`src/hw/rtl/irpm_pkg.sv`:
```
// ----------------------------------------------------------------------------
// irpm_pkg
// Types and fixed constants shared by the image RMSE / PSNR meter.
// ----------------------------------------------------------------------------
package irpm_pkg;

    typedef struct packed {
        logic [7:0] rendered_red;
        logic [7:0] rendered_green;
        logic [7:0] rendered_blue;
        logic [7:0] target_red;
        logic [7:0] target_green;
        logic [7:0] target_blue;
        logic       last_pixel;
    } pix_t;

    typedef struct packed {
        logic [15:0] luma_rmse;
        logic [15:0] color_rmse;
        logic [14:0] psnr_db;
        logic [22:0] pixel_total;
        logic        count_overflow;
    } res_t;

    // datapath commands from the controller
    typedef struct packed {
        logic acc_en;
        logic div_start;
        logic div_color;
        logic sqrt_start;
        logic sqrt_color;
        logic log_start;
        logic psnr_mul;
        logic out_load;
    } cmd_t;

    typedef struct packed {
        logic pipe_busy;
        logic div_done;
        logic sqrt_done;
        logic log_done;
    } sts_t;

    localparam int LUMA_SUM_W  = 56;
    localparam int COLOR_SUM_W = 42;
    localparam int QUOT_W      = 58;
    localparam int ROOT_W      = QUOT_W / 2;
    localparam int LOG_ITERS   = 16;

    localparam logic [16:0] WEIGHT_R      = 17'd19595;
    localparam logic [16:0] WEIGHT_G      = 17'd38470;
    localparam logic [16:0] WEIGHT_B      = 17'd7471;
    localparam logic [18:0] PSNR_K        = 19'd394566;
    localparam logic [14:0] PSNR_NO_ERROR = 15'd25344;
    localparam logic [15:0] PEAK_Q8       = 16'd65280;

    // Q16 log2 by repeated squaring, used only at elaboration for the peak term
    function automatic logic [20:0] log2_q16(input logic [16:0] x);
        logic [4:0]  e;
        logic [15:0] frac;
        logic [63:0] m;
        e    = 5'd0;
        frac = 16'd0;
        for (int i = 1; i < 17; i++) begin
            if ((x >> i) != 17'd0) e = 5'(i);
        end
        m = 64'(x) << (30 - e);
        for (int i = 0; i < LOG_ITERS; i++) begin
            m = (m * m) >> 30;
            if (m >= (64'd1 << 31)) begin
                m = m >> 1;
                frac[15 - i] = 1'b1;
            end
        end
        return {e, frac};
    endfunction

    localparam logic [20:0] LOG2_PEAK = log2_q16({1'b0, PEAK_Q8});

endpackage

```
`src/hw/rtl/irpm_ctrl.sv`:
```
// ----------------------------------------------------------------------------
// irpm_ctrl
// Sequencer: accumulates pixels, then steps divider, root and log units.
// ----------------------------------------------------------------------------
module irpm_ctrl (
    input  logic            aclk,
    input  logic            aresetn,
    input  logic            s_valid,
    output logic            s_ready,
    input  logic            s_last,
    output logic            m_valid,
    input  logic            m_ready,
    input  irpm_pkg::sts_t  sts,
    output irpm_pkg::cmd_t  cmd
);
    import irpm_pkg::*;

    localparam logic [3:0] ST_ACC   = 4'd0;
    localparam logic [3:0] ST_DRAIN = 4'd1;
    localparam logic [3:0] ST_DIVL  = 4'd2;
    localparam logic [3:0] ST_SQL   = 4'd3;
    localparam logic [3:0] ST_DIVC  = 4'd4;
    localparam logic [3:0] ST_SQC   = 4'd5;
    localparam logic [3:0] ST_LOG   = 4'd6;
    localparam logic [3:0] ST_FIN   = 4'd7;

    logic [3:0] state_reg, state_next;
    logic       m_valid_reg, m_valid_next;

    assign s_ready = (state_reg == ST_ACC);
    assign m_valid = m_valid_reg;

    always_comb begin
        state_next   = state_reg;
        cmd          = '0;
        m_valid_next = m_valid_reg && !m_ready;
        unique case (state_reg)
            ST_ACC: begin
                cmd.acc_en = s_valid;
                if (s_valid && s_last) state_next = ST_DRAIN;
            end
            ST_DRAIN: begin
                if (!sts.pipe_busy) begin
                    cmd.div_start = 1'b1;
                    state_next    = ST_DIVL;
                end
            end
            ST_DIVL: begin
                if (sts.div_done) begin
                    cmd.sqrt_start = 1'b1;
                    state_next     = ST_SQL;
                end
            end
            ST_SQL: begin
                if (sts.sqrt_done) begin
                    cmd.div_start = 1'b1;
                    cmd.div_color = 1'b1;
                    state_next    = ST_DIVC;
                end
            end
            ST_DIVC: begin
                if (sts.div_done) begin
                    cmd.sqrt_start = 1'b1;
                    cmd.sqrt_color = 1'b1;
                    state_next     = ST_SQC;
                end
            end
            ST_SQC: begin
                if (sts.sqrt_done) begin
                    cmd.log_start = 1'b1;
                    state_next    = ST_LOG;
                end
            end
            ST_LOG: begin
                if (sts.log_done) begin
                    cmd.psnr_mul = 1'b1;
                    state_next   = ST_FIN;
                end
            end
            ST_FIN: begin
                // output register free or being emptied this cycle
                if (!m_valid_reg || m_ready) begin
                    cmd.out_load = 1'b1;
                    m_valid_next = 1'b1;
                    state_next   = ST_ACC;
                end
            end
            default: begin
                state_next = ST_ACC;
            end
        endcase
    end

    always_ff @(posedge aclk) begin
        if (!aresetn) begin
            state_reg   <= ST_ACC;
            m_valid_reg <= 1'b0;
        end else begin
            state_reg   <= state_next;
            m_valid_reg <= m_valid_next;
        end
    end

endmodule

```
`config.mk`:
```
export PLATFORM = sky130hd
export DESIGN_NAME = irpm_ctrl
export DESIGN_NICKNAME = d
export VERILOG_FILES = /design/src/hw/rtl/irpm_pkg.sv /design/src/hw/rtl/irpm_ctrl.sv
export SDC_FILE = /design/constraint.sdc
export NUM_CORES = 1
export LEC_CHECK = 0
export BUFFER_PORTS_ARGS = -buffer_cell sky130_fd_sc_hd__buf_2
export CAP_MARGIN = 10
export CORE_AREA = 2 2 39 41
export CTS_BUF_LIST = sky130_fd_sc_hd__clkbuf_4 sky130_fd_sc_hd__clkbuf_8
export CTS_CLUSTER_DIAMETER = 30
export CTS_CLUSTER_SIZE = 24
export DETAILED_ROUTE_END_ITERATION = 10
export DIE_AREA = 0 0 41 43
export GPL_TIMING_DRIVEN = 0
export PLACE_DENSITY = 0.57
export SLEW_MARGIN = 5
export SYNTH_ARGS = -nofsm -noshare
export SYNTH_HDL_FRONTEND = slang
export SYNTH_SLANG_ARGS = --single-unit
```
`constraint.sdc`:
```
create_clock -name aclk -period 2.3 [get_ports aclk]
set_clock_uncertainty 0.2 [all_clocks]
set_input_delay 0.115 -clock aclk [delete_from_list [all_inputs] [get_ports aclk]]
set_output_delay 0.115 -clock aclk [all_outputs]
set_load 0.03 [all_outputs]
```
==> metrics.csv, run 1 <==
metric;value;unit
cts_setup_buffers;0;
drc;0;
yosys.cell_count.top_type;nand2_1;
synth_top_area_share;18.82;%
ir_drop;0.4653;mV
rsz0062_at_grt;false;
cellInternalPower;279.6;uW
dr.first_iter.drc_count;6;
core_area;1384;um2
hold_viol;0;
drtPass1Iterations;2;
synthCells;48;
drive_above_1_share;40.00;%
grt_max_degree;11;
place_ws;422.3;ps
synth-edff-count;0;
clock-sinks;4;
ys_seq_elements;4;
cap_violations;0;
clkLatencyLatePin;230;ps
die_w;41;um
avgSynthCellArea;8.863;um2
leakage;0.2859;nW
dieArea;1763;um2
hold_class;in -> reg;
detail-route-antenna-nets;0;
clk_pin_slew;40;ps
grt_pass1_wl;1.393;mm
setup_tns;0;ps
cts_root_buf;clkbuf_4;
h-tree-depth;1;
outcome;finished, final reports clean;
clockPowerShare;16.4;%
netlist_top_cells_area;dfxtp_1 19%, ha_1 12%, mux2i_4 5.3%, nand2_1 5.3%, mux2i_1 4.7%;
cp-start-kind;flop;
syn_area;425.4;um2
overflow;0;
slew_viol_final;0;
reg2reg_slack;440;ps
grt_antenna_before_repair;0;
place_hpwl;713.7;um
arrival;1820;ps
ys_warn_count;0;
track_usage;12.25;%
wl_per_cell;10.16;um
netlist_top_cells_count;6 x nand2_1, 4 x dfxtp_1, 4 x ha_1;
swShare;46.01;%
holdPathEnd;m_valid;
power_density;911.7;nW/um2
numPortBuffers;18;
start_util;30.74;%
synth_fp_nets;61;
grt_pass1_vias;343;
synth_flop_cell;dfxtp_1;
vias;418;
num_rows;14;
max_clock_freq;0.5383;GHz
clock_path_buffers;2;
ys_async_sr_fraction;0;%
num_antenna_cells;0;
ys_types;27;
r2r-end;state_reg[0];
seq_area_frac_synth;18.82;%
die_h;43;um
worst_ep_required_time;2260;ps
p_total;517.9;uW
syn2layout_area_growth;33.53;%
period_minus_slack;1858;ps
critical_path_class;reg -> reg;
r2r_cells;6;
synth_largest_area_cell;dfxtp_1;
seq_power_share;20.1;%
cts_tree;yes;
viasPerCell;4.860;
setup_viol_count_final;0;
nets;85;
top_level_ports;19;
fin_util;41.05;%
pwr-share-comb;63.5;%
min-delay-start;m_ready;
endpoint_kind;flop;
p_sw;238.3;uW
cts_buffers;3;
largest_register_ffs;3;
finalCritPeriodShare;80.77;%
timing.rr.start;state_reg[0];
place.gp.congestion;0.7172;
setup_ws;442.2;ps
slew_headroom;72.01;%
worst-slew-pin-transition;414.4;ps
wl;874;um
hold_ws;48.10;ps
cp_max_fo;5;
hold_depth;3;
## area by class of cell
type                            count  area [um2]
Timing Repair Buffer               19       100.1
Multi-Input combinational cell     41       326.6
Tap cell                           16       20.02
Clock buffer                        3       22.52
Inverter                            2       7.507
Fill cell                         157       815.8
Sequential cell                     4       80.08
Buffer                              1       11.26
## power groups by stage
| stage | Clock [mW] | Combinational (mW) | Sequential [mW] |
|---|---|---|---|
| after floorplan | 0 | 0.259 | 0.100 |
| after global routing | 0.0903 | 0.366 | 0.107 |
| after global placement | 0 | 0.331 | 0.104 |
| after detailed placement | 0 | 0.329 | 0.105 |
| final | 0.0847 | 0.329 | 0.104 |
| after CTS | 0.0883 | 0.333 | 0.104 |
## cells in the final DEF, fill, tap and decap left out, types with 2 or more instances in the layout
master | Yosys | layout
clkbuf_4 | 0 | 3
buf_2 | 0 | 18
ha_1 | 4 | 4
mux2i_1 | 2 | 2
dfxtp_1 | 4 | 4
inv_1 | 2 | 2
nand2_1 | 6 | 6
and3b_1 | 2 | 2
or3b_1 | 2 | 2
a21oi_1 | 2 | 2
nor2b_1 | 3 | 3
and3_1 | 3 | 3
o21ai_0 | 2 | 2
## per-layer routing
metal  routed length [um]  vias to the layer above  track usage (%)
met5                    0                        -                0
met4                   15                        0            10.00
met3                   61                        2            4.712
met2                  429                       13            18.44
met1                  368                      186            12.54
li1                     -                      217                -
## worst max-delay path, cell delays in order, from the launching register on
cell and delay, ps:
dfxtp_1 370, inv_1 80, ha_1 280, and2b_1 210, o2bb2ai_1 160, nor3b_2 290
mux2i_1 200
## worst max path at each step
stage               cells after the start  slack [ps]           end         start
global route                            6         280  state_reg[0]  state_reg[0]
finish                                  6         440  state_reg[0]  state_reg[0]
CTS                                     6         420  state_reg[0]  state_reg[0]
global placement                        6         450  state_reg[0]  state_reg[0]
floorplan                               6         450  state_reg[2]  state_reg[0]
detailed placement                      6         420  state_reg[0]  state_reg[0]
## cell families after synthesis
kind of cell	after synthesis	share of synthesized area, %
and+or+nand+nor	24	36.77
adders and majority gates	4	11.77
muxes	3	10.00
buffers and inverters	3	4.412
DFF	4	18.82
AOI/OAI and AO/OA	10	18.24
## repair_timing
item | CTS | global route
endpoints found under the hold margin | 3 | 0
resized for setup | 0 | 0
hold buffers | 1 | 0
## through the flow
step	std cells	instance area, um2
4_1_cts	86	568.0
6_report	86	568.0
3_5_place_dp	82	535.5
5_1_grt	86	568.0
2_1_floorplan	48	425.4
3_3_place_gp	82	535.5
Note: power is estimated with default switching activity, not from simulation.
==> run 2: changes to the inputs <==
Settings changed: ABC_AREA set to 1, PLACE_DENSITY 0.57 to 0.62.
Clock period 2.3 ns to 1.5 ns, I/O delays scaled along.
==> run 2 against run 1 <==
Against the previous run:
- synthesized cell count grew 42%
- sequential share of layout area shrank 2.5 points
- setup slack lost 440 ps
- via count grew 22%
- highest routed layer unchanged
==> metrics.csv, run 2 <==
metric;value;unit;change
outcome;finished, final reports clean;;
drc;0;;unchanged
synthCells;68;;+42%
final_common_cell;buf_2;;
grt_max_degree;11;;unchanged
clock_path_buffers;2;;unchanged
ys_types;20;;-26%
clock-sinks;4;;unchanged
reg2reg_slack;1;ps;-440 ps
worst-slew-pin-transition;207.1;ps;-207.3 ps
period_minus_slack;1499;ps;-359.3 ps
wl;1.146;mm;+31%
clk_pin_slew;30;ps;about the same
regArea;87.58;um2;+9.4%
ir_drop;0.9066;mV;+95%
endpoint_kind;flop;;
num_rows;14;;unchanged
numPortBuffers;18;;unchanged
r2r_cells;9;;+3
hold_depth;7;;+4
cp-start-kind;flop;;
die_h;43;um;unchanged
cap_violations;0;;unchanged
grt_antenna_before_repair;0;;unchanged
fin_area;755.7;um2;+33%
viasPerCell;4.722;;-2.8%
rsz0062_at_grt;true;;
syn_area;462.9;um2;+8.8%
synth_fp_nets;81;;+33%
die_w;41;um;unchanged
detail-route-antenna-nets;0;;unchanged
track_usage;13.24;%;+0.99 points
finalCritPeriodShare;99.90;%;+19 points
place_area;578.1;um2;+7.9%
power_density;1686;nW/um2;+85%
syn2layout_area_growth;63.24;%;
arrival;1410;ps;-410 ps
cp_max_fo;6;;+1
max_clock_freq;0.6673;GHz;+24%
seq_area_frac_synth;17.30;%;-1.5 points
setup_viol_count_final;0;;unchanged
ys_warn_count;0;;unchanged
clkLatencyLatePin;240;ps;about the same
place.gp.congestion;0.7065;;-1.5%
vias;510;;+22%
setup_tns;0;ps;unchanged
start_util;33.45;%;+2.7 points
nets;107;;+26%
overflow;0;;unchanged
h-tree-depth;1;;unchanged
r2r-end;state_reg[0];;
place_hpwl;777.6;um;+9.0%
largest_register_ffs;3;;unchanged
slew_headroom;86.20;%;+14 points
leakage;0.3589;nW;+26%
dieArea;1763;um2;unchanged
ys_seq_elements;4;;unchanged
worst_ep_required_time;1410;ps;-850 ps
hold_viol;0;;unchanged
synth_largest_area_cell;dfxtp_1;;
netlist_top_cells_count;10 x nand2_1, 10 x nor2_1, 8 x inv_1;;
dr.first_iter.drc_count;6;;unchanged
cts_root_buf;clkbuf_4;;
final_cell_mix;11 x buf_2, 9 x nor2_1, 7 x nand2_1, 7 x nand2_2, 7 x nand3_2;;
num_antenna_cells;0;;unchanged
holdPathEnd;state_reg[1];;
slew_viol_final;0;;unchanged
cts_buffers;3;;unchanged
drive_above_1_share;63.04;%;+23 points
cts_tree;yes;;
fillerInstances;127;;-19%
timing.rr.start;state_reg[1];;
ys_async_sr_fraction;0;%;unchanged
hold_class;in -> reg;;
multi_input_area;420.4;um2;+29%
min-delay-start;sts[3];;
core_area;1384;um2;unchanged
avgSynthCellArea;6.808;um2;-23%
grt_pass1_vias;424;;+24%
critical_path_class;reg -> reg;;
netlist_top_cells_area;dfxtp_1 17%, ha_1 11%, nand2_1 8.1%, nor2_1 8.1%, nand3_1 7.6%;;
top_level_ports;19;;unchanged
grt_pass1_wl;1.552;mm;+11%
drtPass1Iterations;4;;+2
synth_flop_cell;dfxtp_1;;
synth-edff-count;0;;unchanged
wl_per_cell;10.61;um;+4.4%
synth_top_area_share;17.30;%;-1.5 points
## run 2: layout make-up
class                           count  share of cell area [%]
Timing Repair Buffer               21                   18.87
Multi-Input combinational cell     52                   55.63
Clock buffer                        3                   2.980
Inverter                           11                   6.788
Sequential cell                     4                   11.59
Buffer                              1                   1.490
Tap cell                           16                   2.649
## run 2: how the worst max path moves through the flow
stage	slack, ps	startpoint	endpoint	cells past startpoint
3_5_place_dp	-100	state_reg[0]	state_reg[0]	8
2_1_floorplan	5	state_reg[0]	cmd[4]	4
4_1_cts	-30	state_reg[1]	cmd[6]	5
5_1_grt	-50	state_reg[1]	cmd[4]	5
3_3_place_gp	-70	state_reg[0]	state_reg[2]	8
6_report	1	state_reg[1]	state_reg[0]	9
## run 2: cell families after synthesis
group                      after synthesis  synth area share (%)
AOI/OAI and AO/OA                        7                 8.379
and+or+nand+nor                         41                 51.08
DFF                                      4                 17.30
buffers and inverters                   12                 12.43
adders and majority gates                4                 10.81
## run 2: metrics by stage
stage | total power [mW] | util, % | instances | hold slack, ps | setup WS, ps
after CTS | 1.119 | 47.92 | 107 | 159.6 | -32.45
after detailed placement | 0.9015 | 41.77 | 102 | 141.5 | -99.61
after global placement | 0.8885 | 41.77 | 102 | 139.1 | -73.85
final | 1.274 | 54.61 | 108 | 177.5 | 1.483
after floorplan | 0.7581 | - | 68 | -7.359 | 5.085
after global routing | 1.386 | 54.61 | 108 | 239.2 | -54.56
## run 2: layer usage
| layer | vias to the layer above | part of all wire (%) | global-route usage (%) |
|---|---|---|---|
| met1 | 224 | 41 | 13.14 |
| met4 | 0 | 3.3 | 6.000 |
| met2 | 17 | 50 | 20.94 |
| met5 | - | 0 | 0 |
| met3 | 4 | 5.8 | 7.853 |
| li1 | 265 | - | - |
## run 2: worst max-delay path: stages, from the launching register on
cell	delay, ps
dfxtp_4	370
ha_4	170
nand2_2	80
inv_2	40
nand2_2	70
nand2_4	70
nor2_8	150
nand3_2	110
nand2_2	90
nor2_2	40
## run 2: repair_timing
action,CTS,global route
gates resized for setup,13,26
setup endpoints to repair,11,12
hold buffers,2,0
setup buffers,0,1
pin swaps,0,10
endpoints found under the hold margin,4,0
## run 2: power breakdown
| group | leakage [nW] | total [mW] | switching (mW) | internal (mW) |
|---|---|---|---|---|
| logic | 0.311 | 0.933 | 0.556 | 0.376 |
| clock network | 0.0138 | 0.133 | 0.0440 | 0.0894 |
| registers | 0.0342 | 0.208 | 0.0571 | 0.151 |
==> run 3: changes to the inputs <==
Settings changed: MAX_ROUTING_LAYER set to met4, PLACE_DENSITY 0.62 to 0.6.
Clock period 1.5 ns to 1.9 ns, I/O delays scaled along.
==> run 3 against run 2 <==
Against the previous run:
- power fell by 37%
- sequential power fell by 38%
- via count fell by 5.5%
- worst hold slack got worse by 0.75 ps
- critical path depth fell by 4
- setup slack improved by 160 ps
- sequential cell count did not move
- largest power group unchanged
- maximum frequency fell by 14%
- sequential share of layout area rose by 1.4 points
- clock-buffer cell count did not move
==> metrics.csv, run 3 (synthesized netlist as in run 2, its figures left out) <==
metric;value;unit;change
worst_ep_required_time;1820;ps;+410 ps
drc;0;;unchanged
slowest_stage;dlygate4sd3_1;;
path_cells;ha_1 -> nand2_2 -> inv_2 -> o21a_1 -> dlygate4sd3_1;;
cts_root_buf;clkbuf_4;;
cellInternalPower;390.9;uW;-37%
place.gp.congestion;0.7635;;+8.1%
slew_viol_final;0;;unchanged
power_density;1312;nW/um2;-22%
clkLatencyLatePin;230;ps;about the same
p_sw;416.4;uW;-37%
num_antenna_cells;0;;unchanged
slowest_delay;540;ps;+170 ps
syn2layout_area_growth;32.97;%;
ir_drop;0.4267;mV;-53%
hold_viol;0;;unchanged
drt-met1-wl;429;um;-7.7%
hold_depth;6;;-1
nets;106;;-0.93%
period_minus_slack;1734;ps;+235.1 ps
place_area;573.1;um2;-0.87%
grt_antenna_before_repair;0;;unchanged
vias;482;;-5.5%
path_depth;5;;-4
cp_max_fo;4;;-2
setup_ws;166.4;ps;+164.9 ps
place_ws;298.8;ps;+398.4 ps
wl_per_cell;8.579;um;-19%
routed.top_layer;met3;;
num_rows;14;;unchanged
seq_power_share;16.1;%;-0.3 points
largest_register_ffs;3;;unchanged
cp.buffers_inverters;2;;+1
place_hpwl;747.5;um;-3.9%
start_util;33.45;%;unchanged
h-tree-depth;1;;unchanged
reg2reg_slack;170;ps;+160 ps
fin_area;615.6;um2;-19%
setup_viol_count_final;0;;unchanged
hold_class;in -> reg;;
final_cell_mix;18 x buf_2, 10 x nand2_1, 10 x nor2_1;;
grt_pass1_vias;378;;-11%
overflow;0;;unchanged
pwr-share-comb;70.9;%;-2.3 points
endpoint_kind;flop;;
grt_max_degree;11;;unchanged
fillerInstances;152;;+20%
track_usage;11.32;%;-1.9 points
outcome;finished, final reports clean;;
numPortBuffers;18;;unchanged
dieArea;1763;um2;unchanged
max_clock_freq;0.5768;GHz;-14%
r2r_cells;5;;-4
dr.first_iter.drc_count;13;;+7
wl;918;um;-20%
clk_pin_slew;40;ps;about the same
detail-route-antenna-nets;0;;unchanged
viasPerCell;4.505;;-4.6%
grt_pass1_wl;1.414;mm;-8.9%
worst-slew-pin-transition;212.8;ps;+5.716 ps
swShare;51.58;%;about the same
slew_headroom;85.82;%;-0.38 points
finalCritPeriodShare;91.24;%;-8.7 points
drtPass1Iterations;4;;unchanged
wl_met3;58;um;-12%
crit_family;buffers and inverters;;
drive_above_1_share;40.66;%;-22 points
arrival;1650;ps;+240 ps
rsz0062_at_grt;false;;
core_area;1384;um2;unchanged
cts_tree;yes;;
clock-sinks;4;;unchanged
cp-start-kind;flop;;
clockPowerShare;13.0;%;+2.5 points
cts-resized-gates;0;;-13
setup_tns;0;ps;unchanged
final_common_cell;buf_2;;
critical_path_class;reg -> reg;;
cts_buffers;3;;unchanged
cts_hold_buf;2;;unchanged
cap_violations;0;;unchanged
die_h;43;um;unchanged
cts_setup_buffers;0;;unchanged
route.met2.wl;430;um;-25%
die_w;41;um;unchanged
leakage;0.3429;nW;-4.5%
top_level_ports;19;;unchanged
clock_path_buffers;2;;unchanged
## run 3: cell types whose count changed in the layout (fill, tap and decap cells not counted), moves of 2 or more
cell | previous run | this run
buf_2 | 11 | 18
buf_4 | 6 | 0
ha_1 | 0 | 4
ha_4 | 4 | 0
nand3_1 | 3 | 7
nand3_2 | 7 | 3
inv_1 | 5 | 8
nand2_1 | 7 | 10
nand2_2 | 7 | 4
buf_6 | 3 | 1
dfxtp_1 | 2 | 4
dfxtp_4 | 2 | 0
inv_4 | 2 | 0
## run 3: final cells by class
class	count	area [um2]	area share (%)
Inverter	11	46.29	7.520
Timing Repair Buffer	20	110.1	17.89
Clock buffer	3	22.52	3.659
Multi-Input combinational cell	52	325.3	52.85
Sequential cell	4	80.08	13.01
Tap cell	16	20.02	3.252
Buffer	1	11.26	1.829
## run 3: through the flow
| step | power, mW | util, % | hold WS [ps] | instances |
|---|---|---|---|---|
| after global routing | 0.8814 | 44.48 | 208.6 | 107 |
| after detailed placement | 0.7088 | 41.41 | 161.4 | 102 |
| after global placement | 0.7001 | 41.41 | 160.0 | 102 |
| after CTS | 0.8226 | 44.48 | 169.4 | 107 |
| final | 0.8074 | 44.48 | 176.8 | 107 |
| after floorplan | 0.5956 | - | 12.64 | 68 |
## run 3: worst register-to-register path, delay by kind of cell, from the launching register on
kind                       cells  cell delay [ps]
AOI/OAI and AO/OA              1              170
adders and majority gates      1              250
buffers and inverters          2              580
DFF                            1              330
and+or+nand+nor                1               90
## run 3: metal layers
| layer | up-vias | GRT usage, % |
|---|---|---|
| met3 | 0 | 4.712 |
| met5 | - | - |
| met2 | 13 | 17.81 |
| met4 | 0 | 0 |
| li1 | 261 | - |
| met1 | 208 | 14.15 |
## run 3: final timing paths
| check | start | to |
|---|---|---|
| worst max register to register | state_reg[0] | m_valid |
| worst min register to register | state_reg[1] | state_reg[1] |
| worst min-delay path | sts[3] | state_reg[2] |
| worst max-delay path | state_reg[0] | m_valid |
## run 3: power groups by stage
stage	clock (mW)	sequential, mW	combinational [mW]
after floorplan	0	0.128	0.467
after global placement	0	0.132	0.568
after CTS	0.112	0.131	0.579
after detailed placement	0	0.133	0.576
after global routing	0.120	0.135	0.627
final	0.105	0.130	0.572
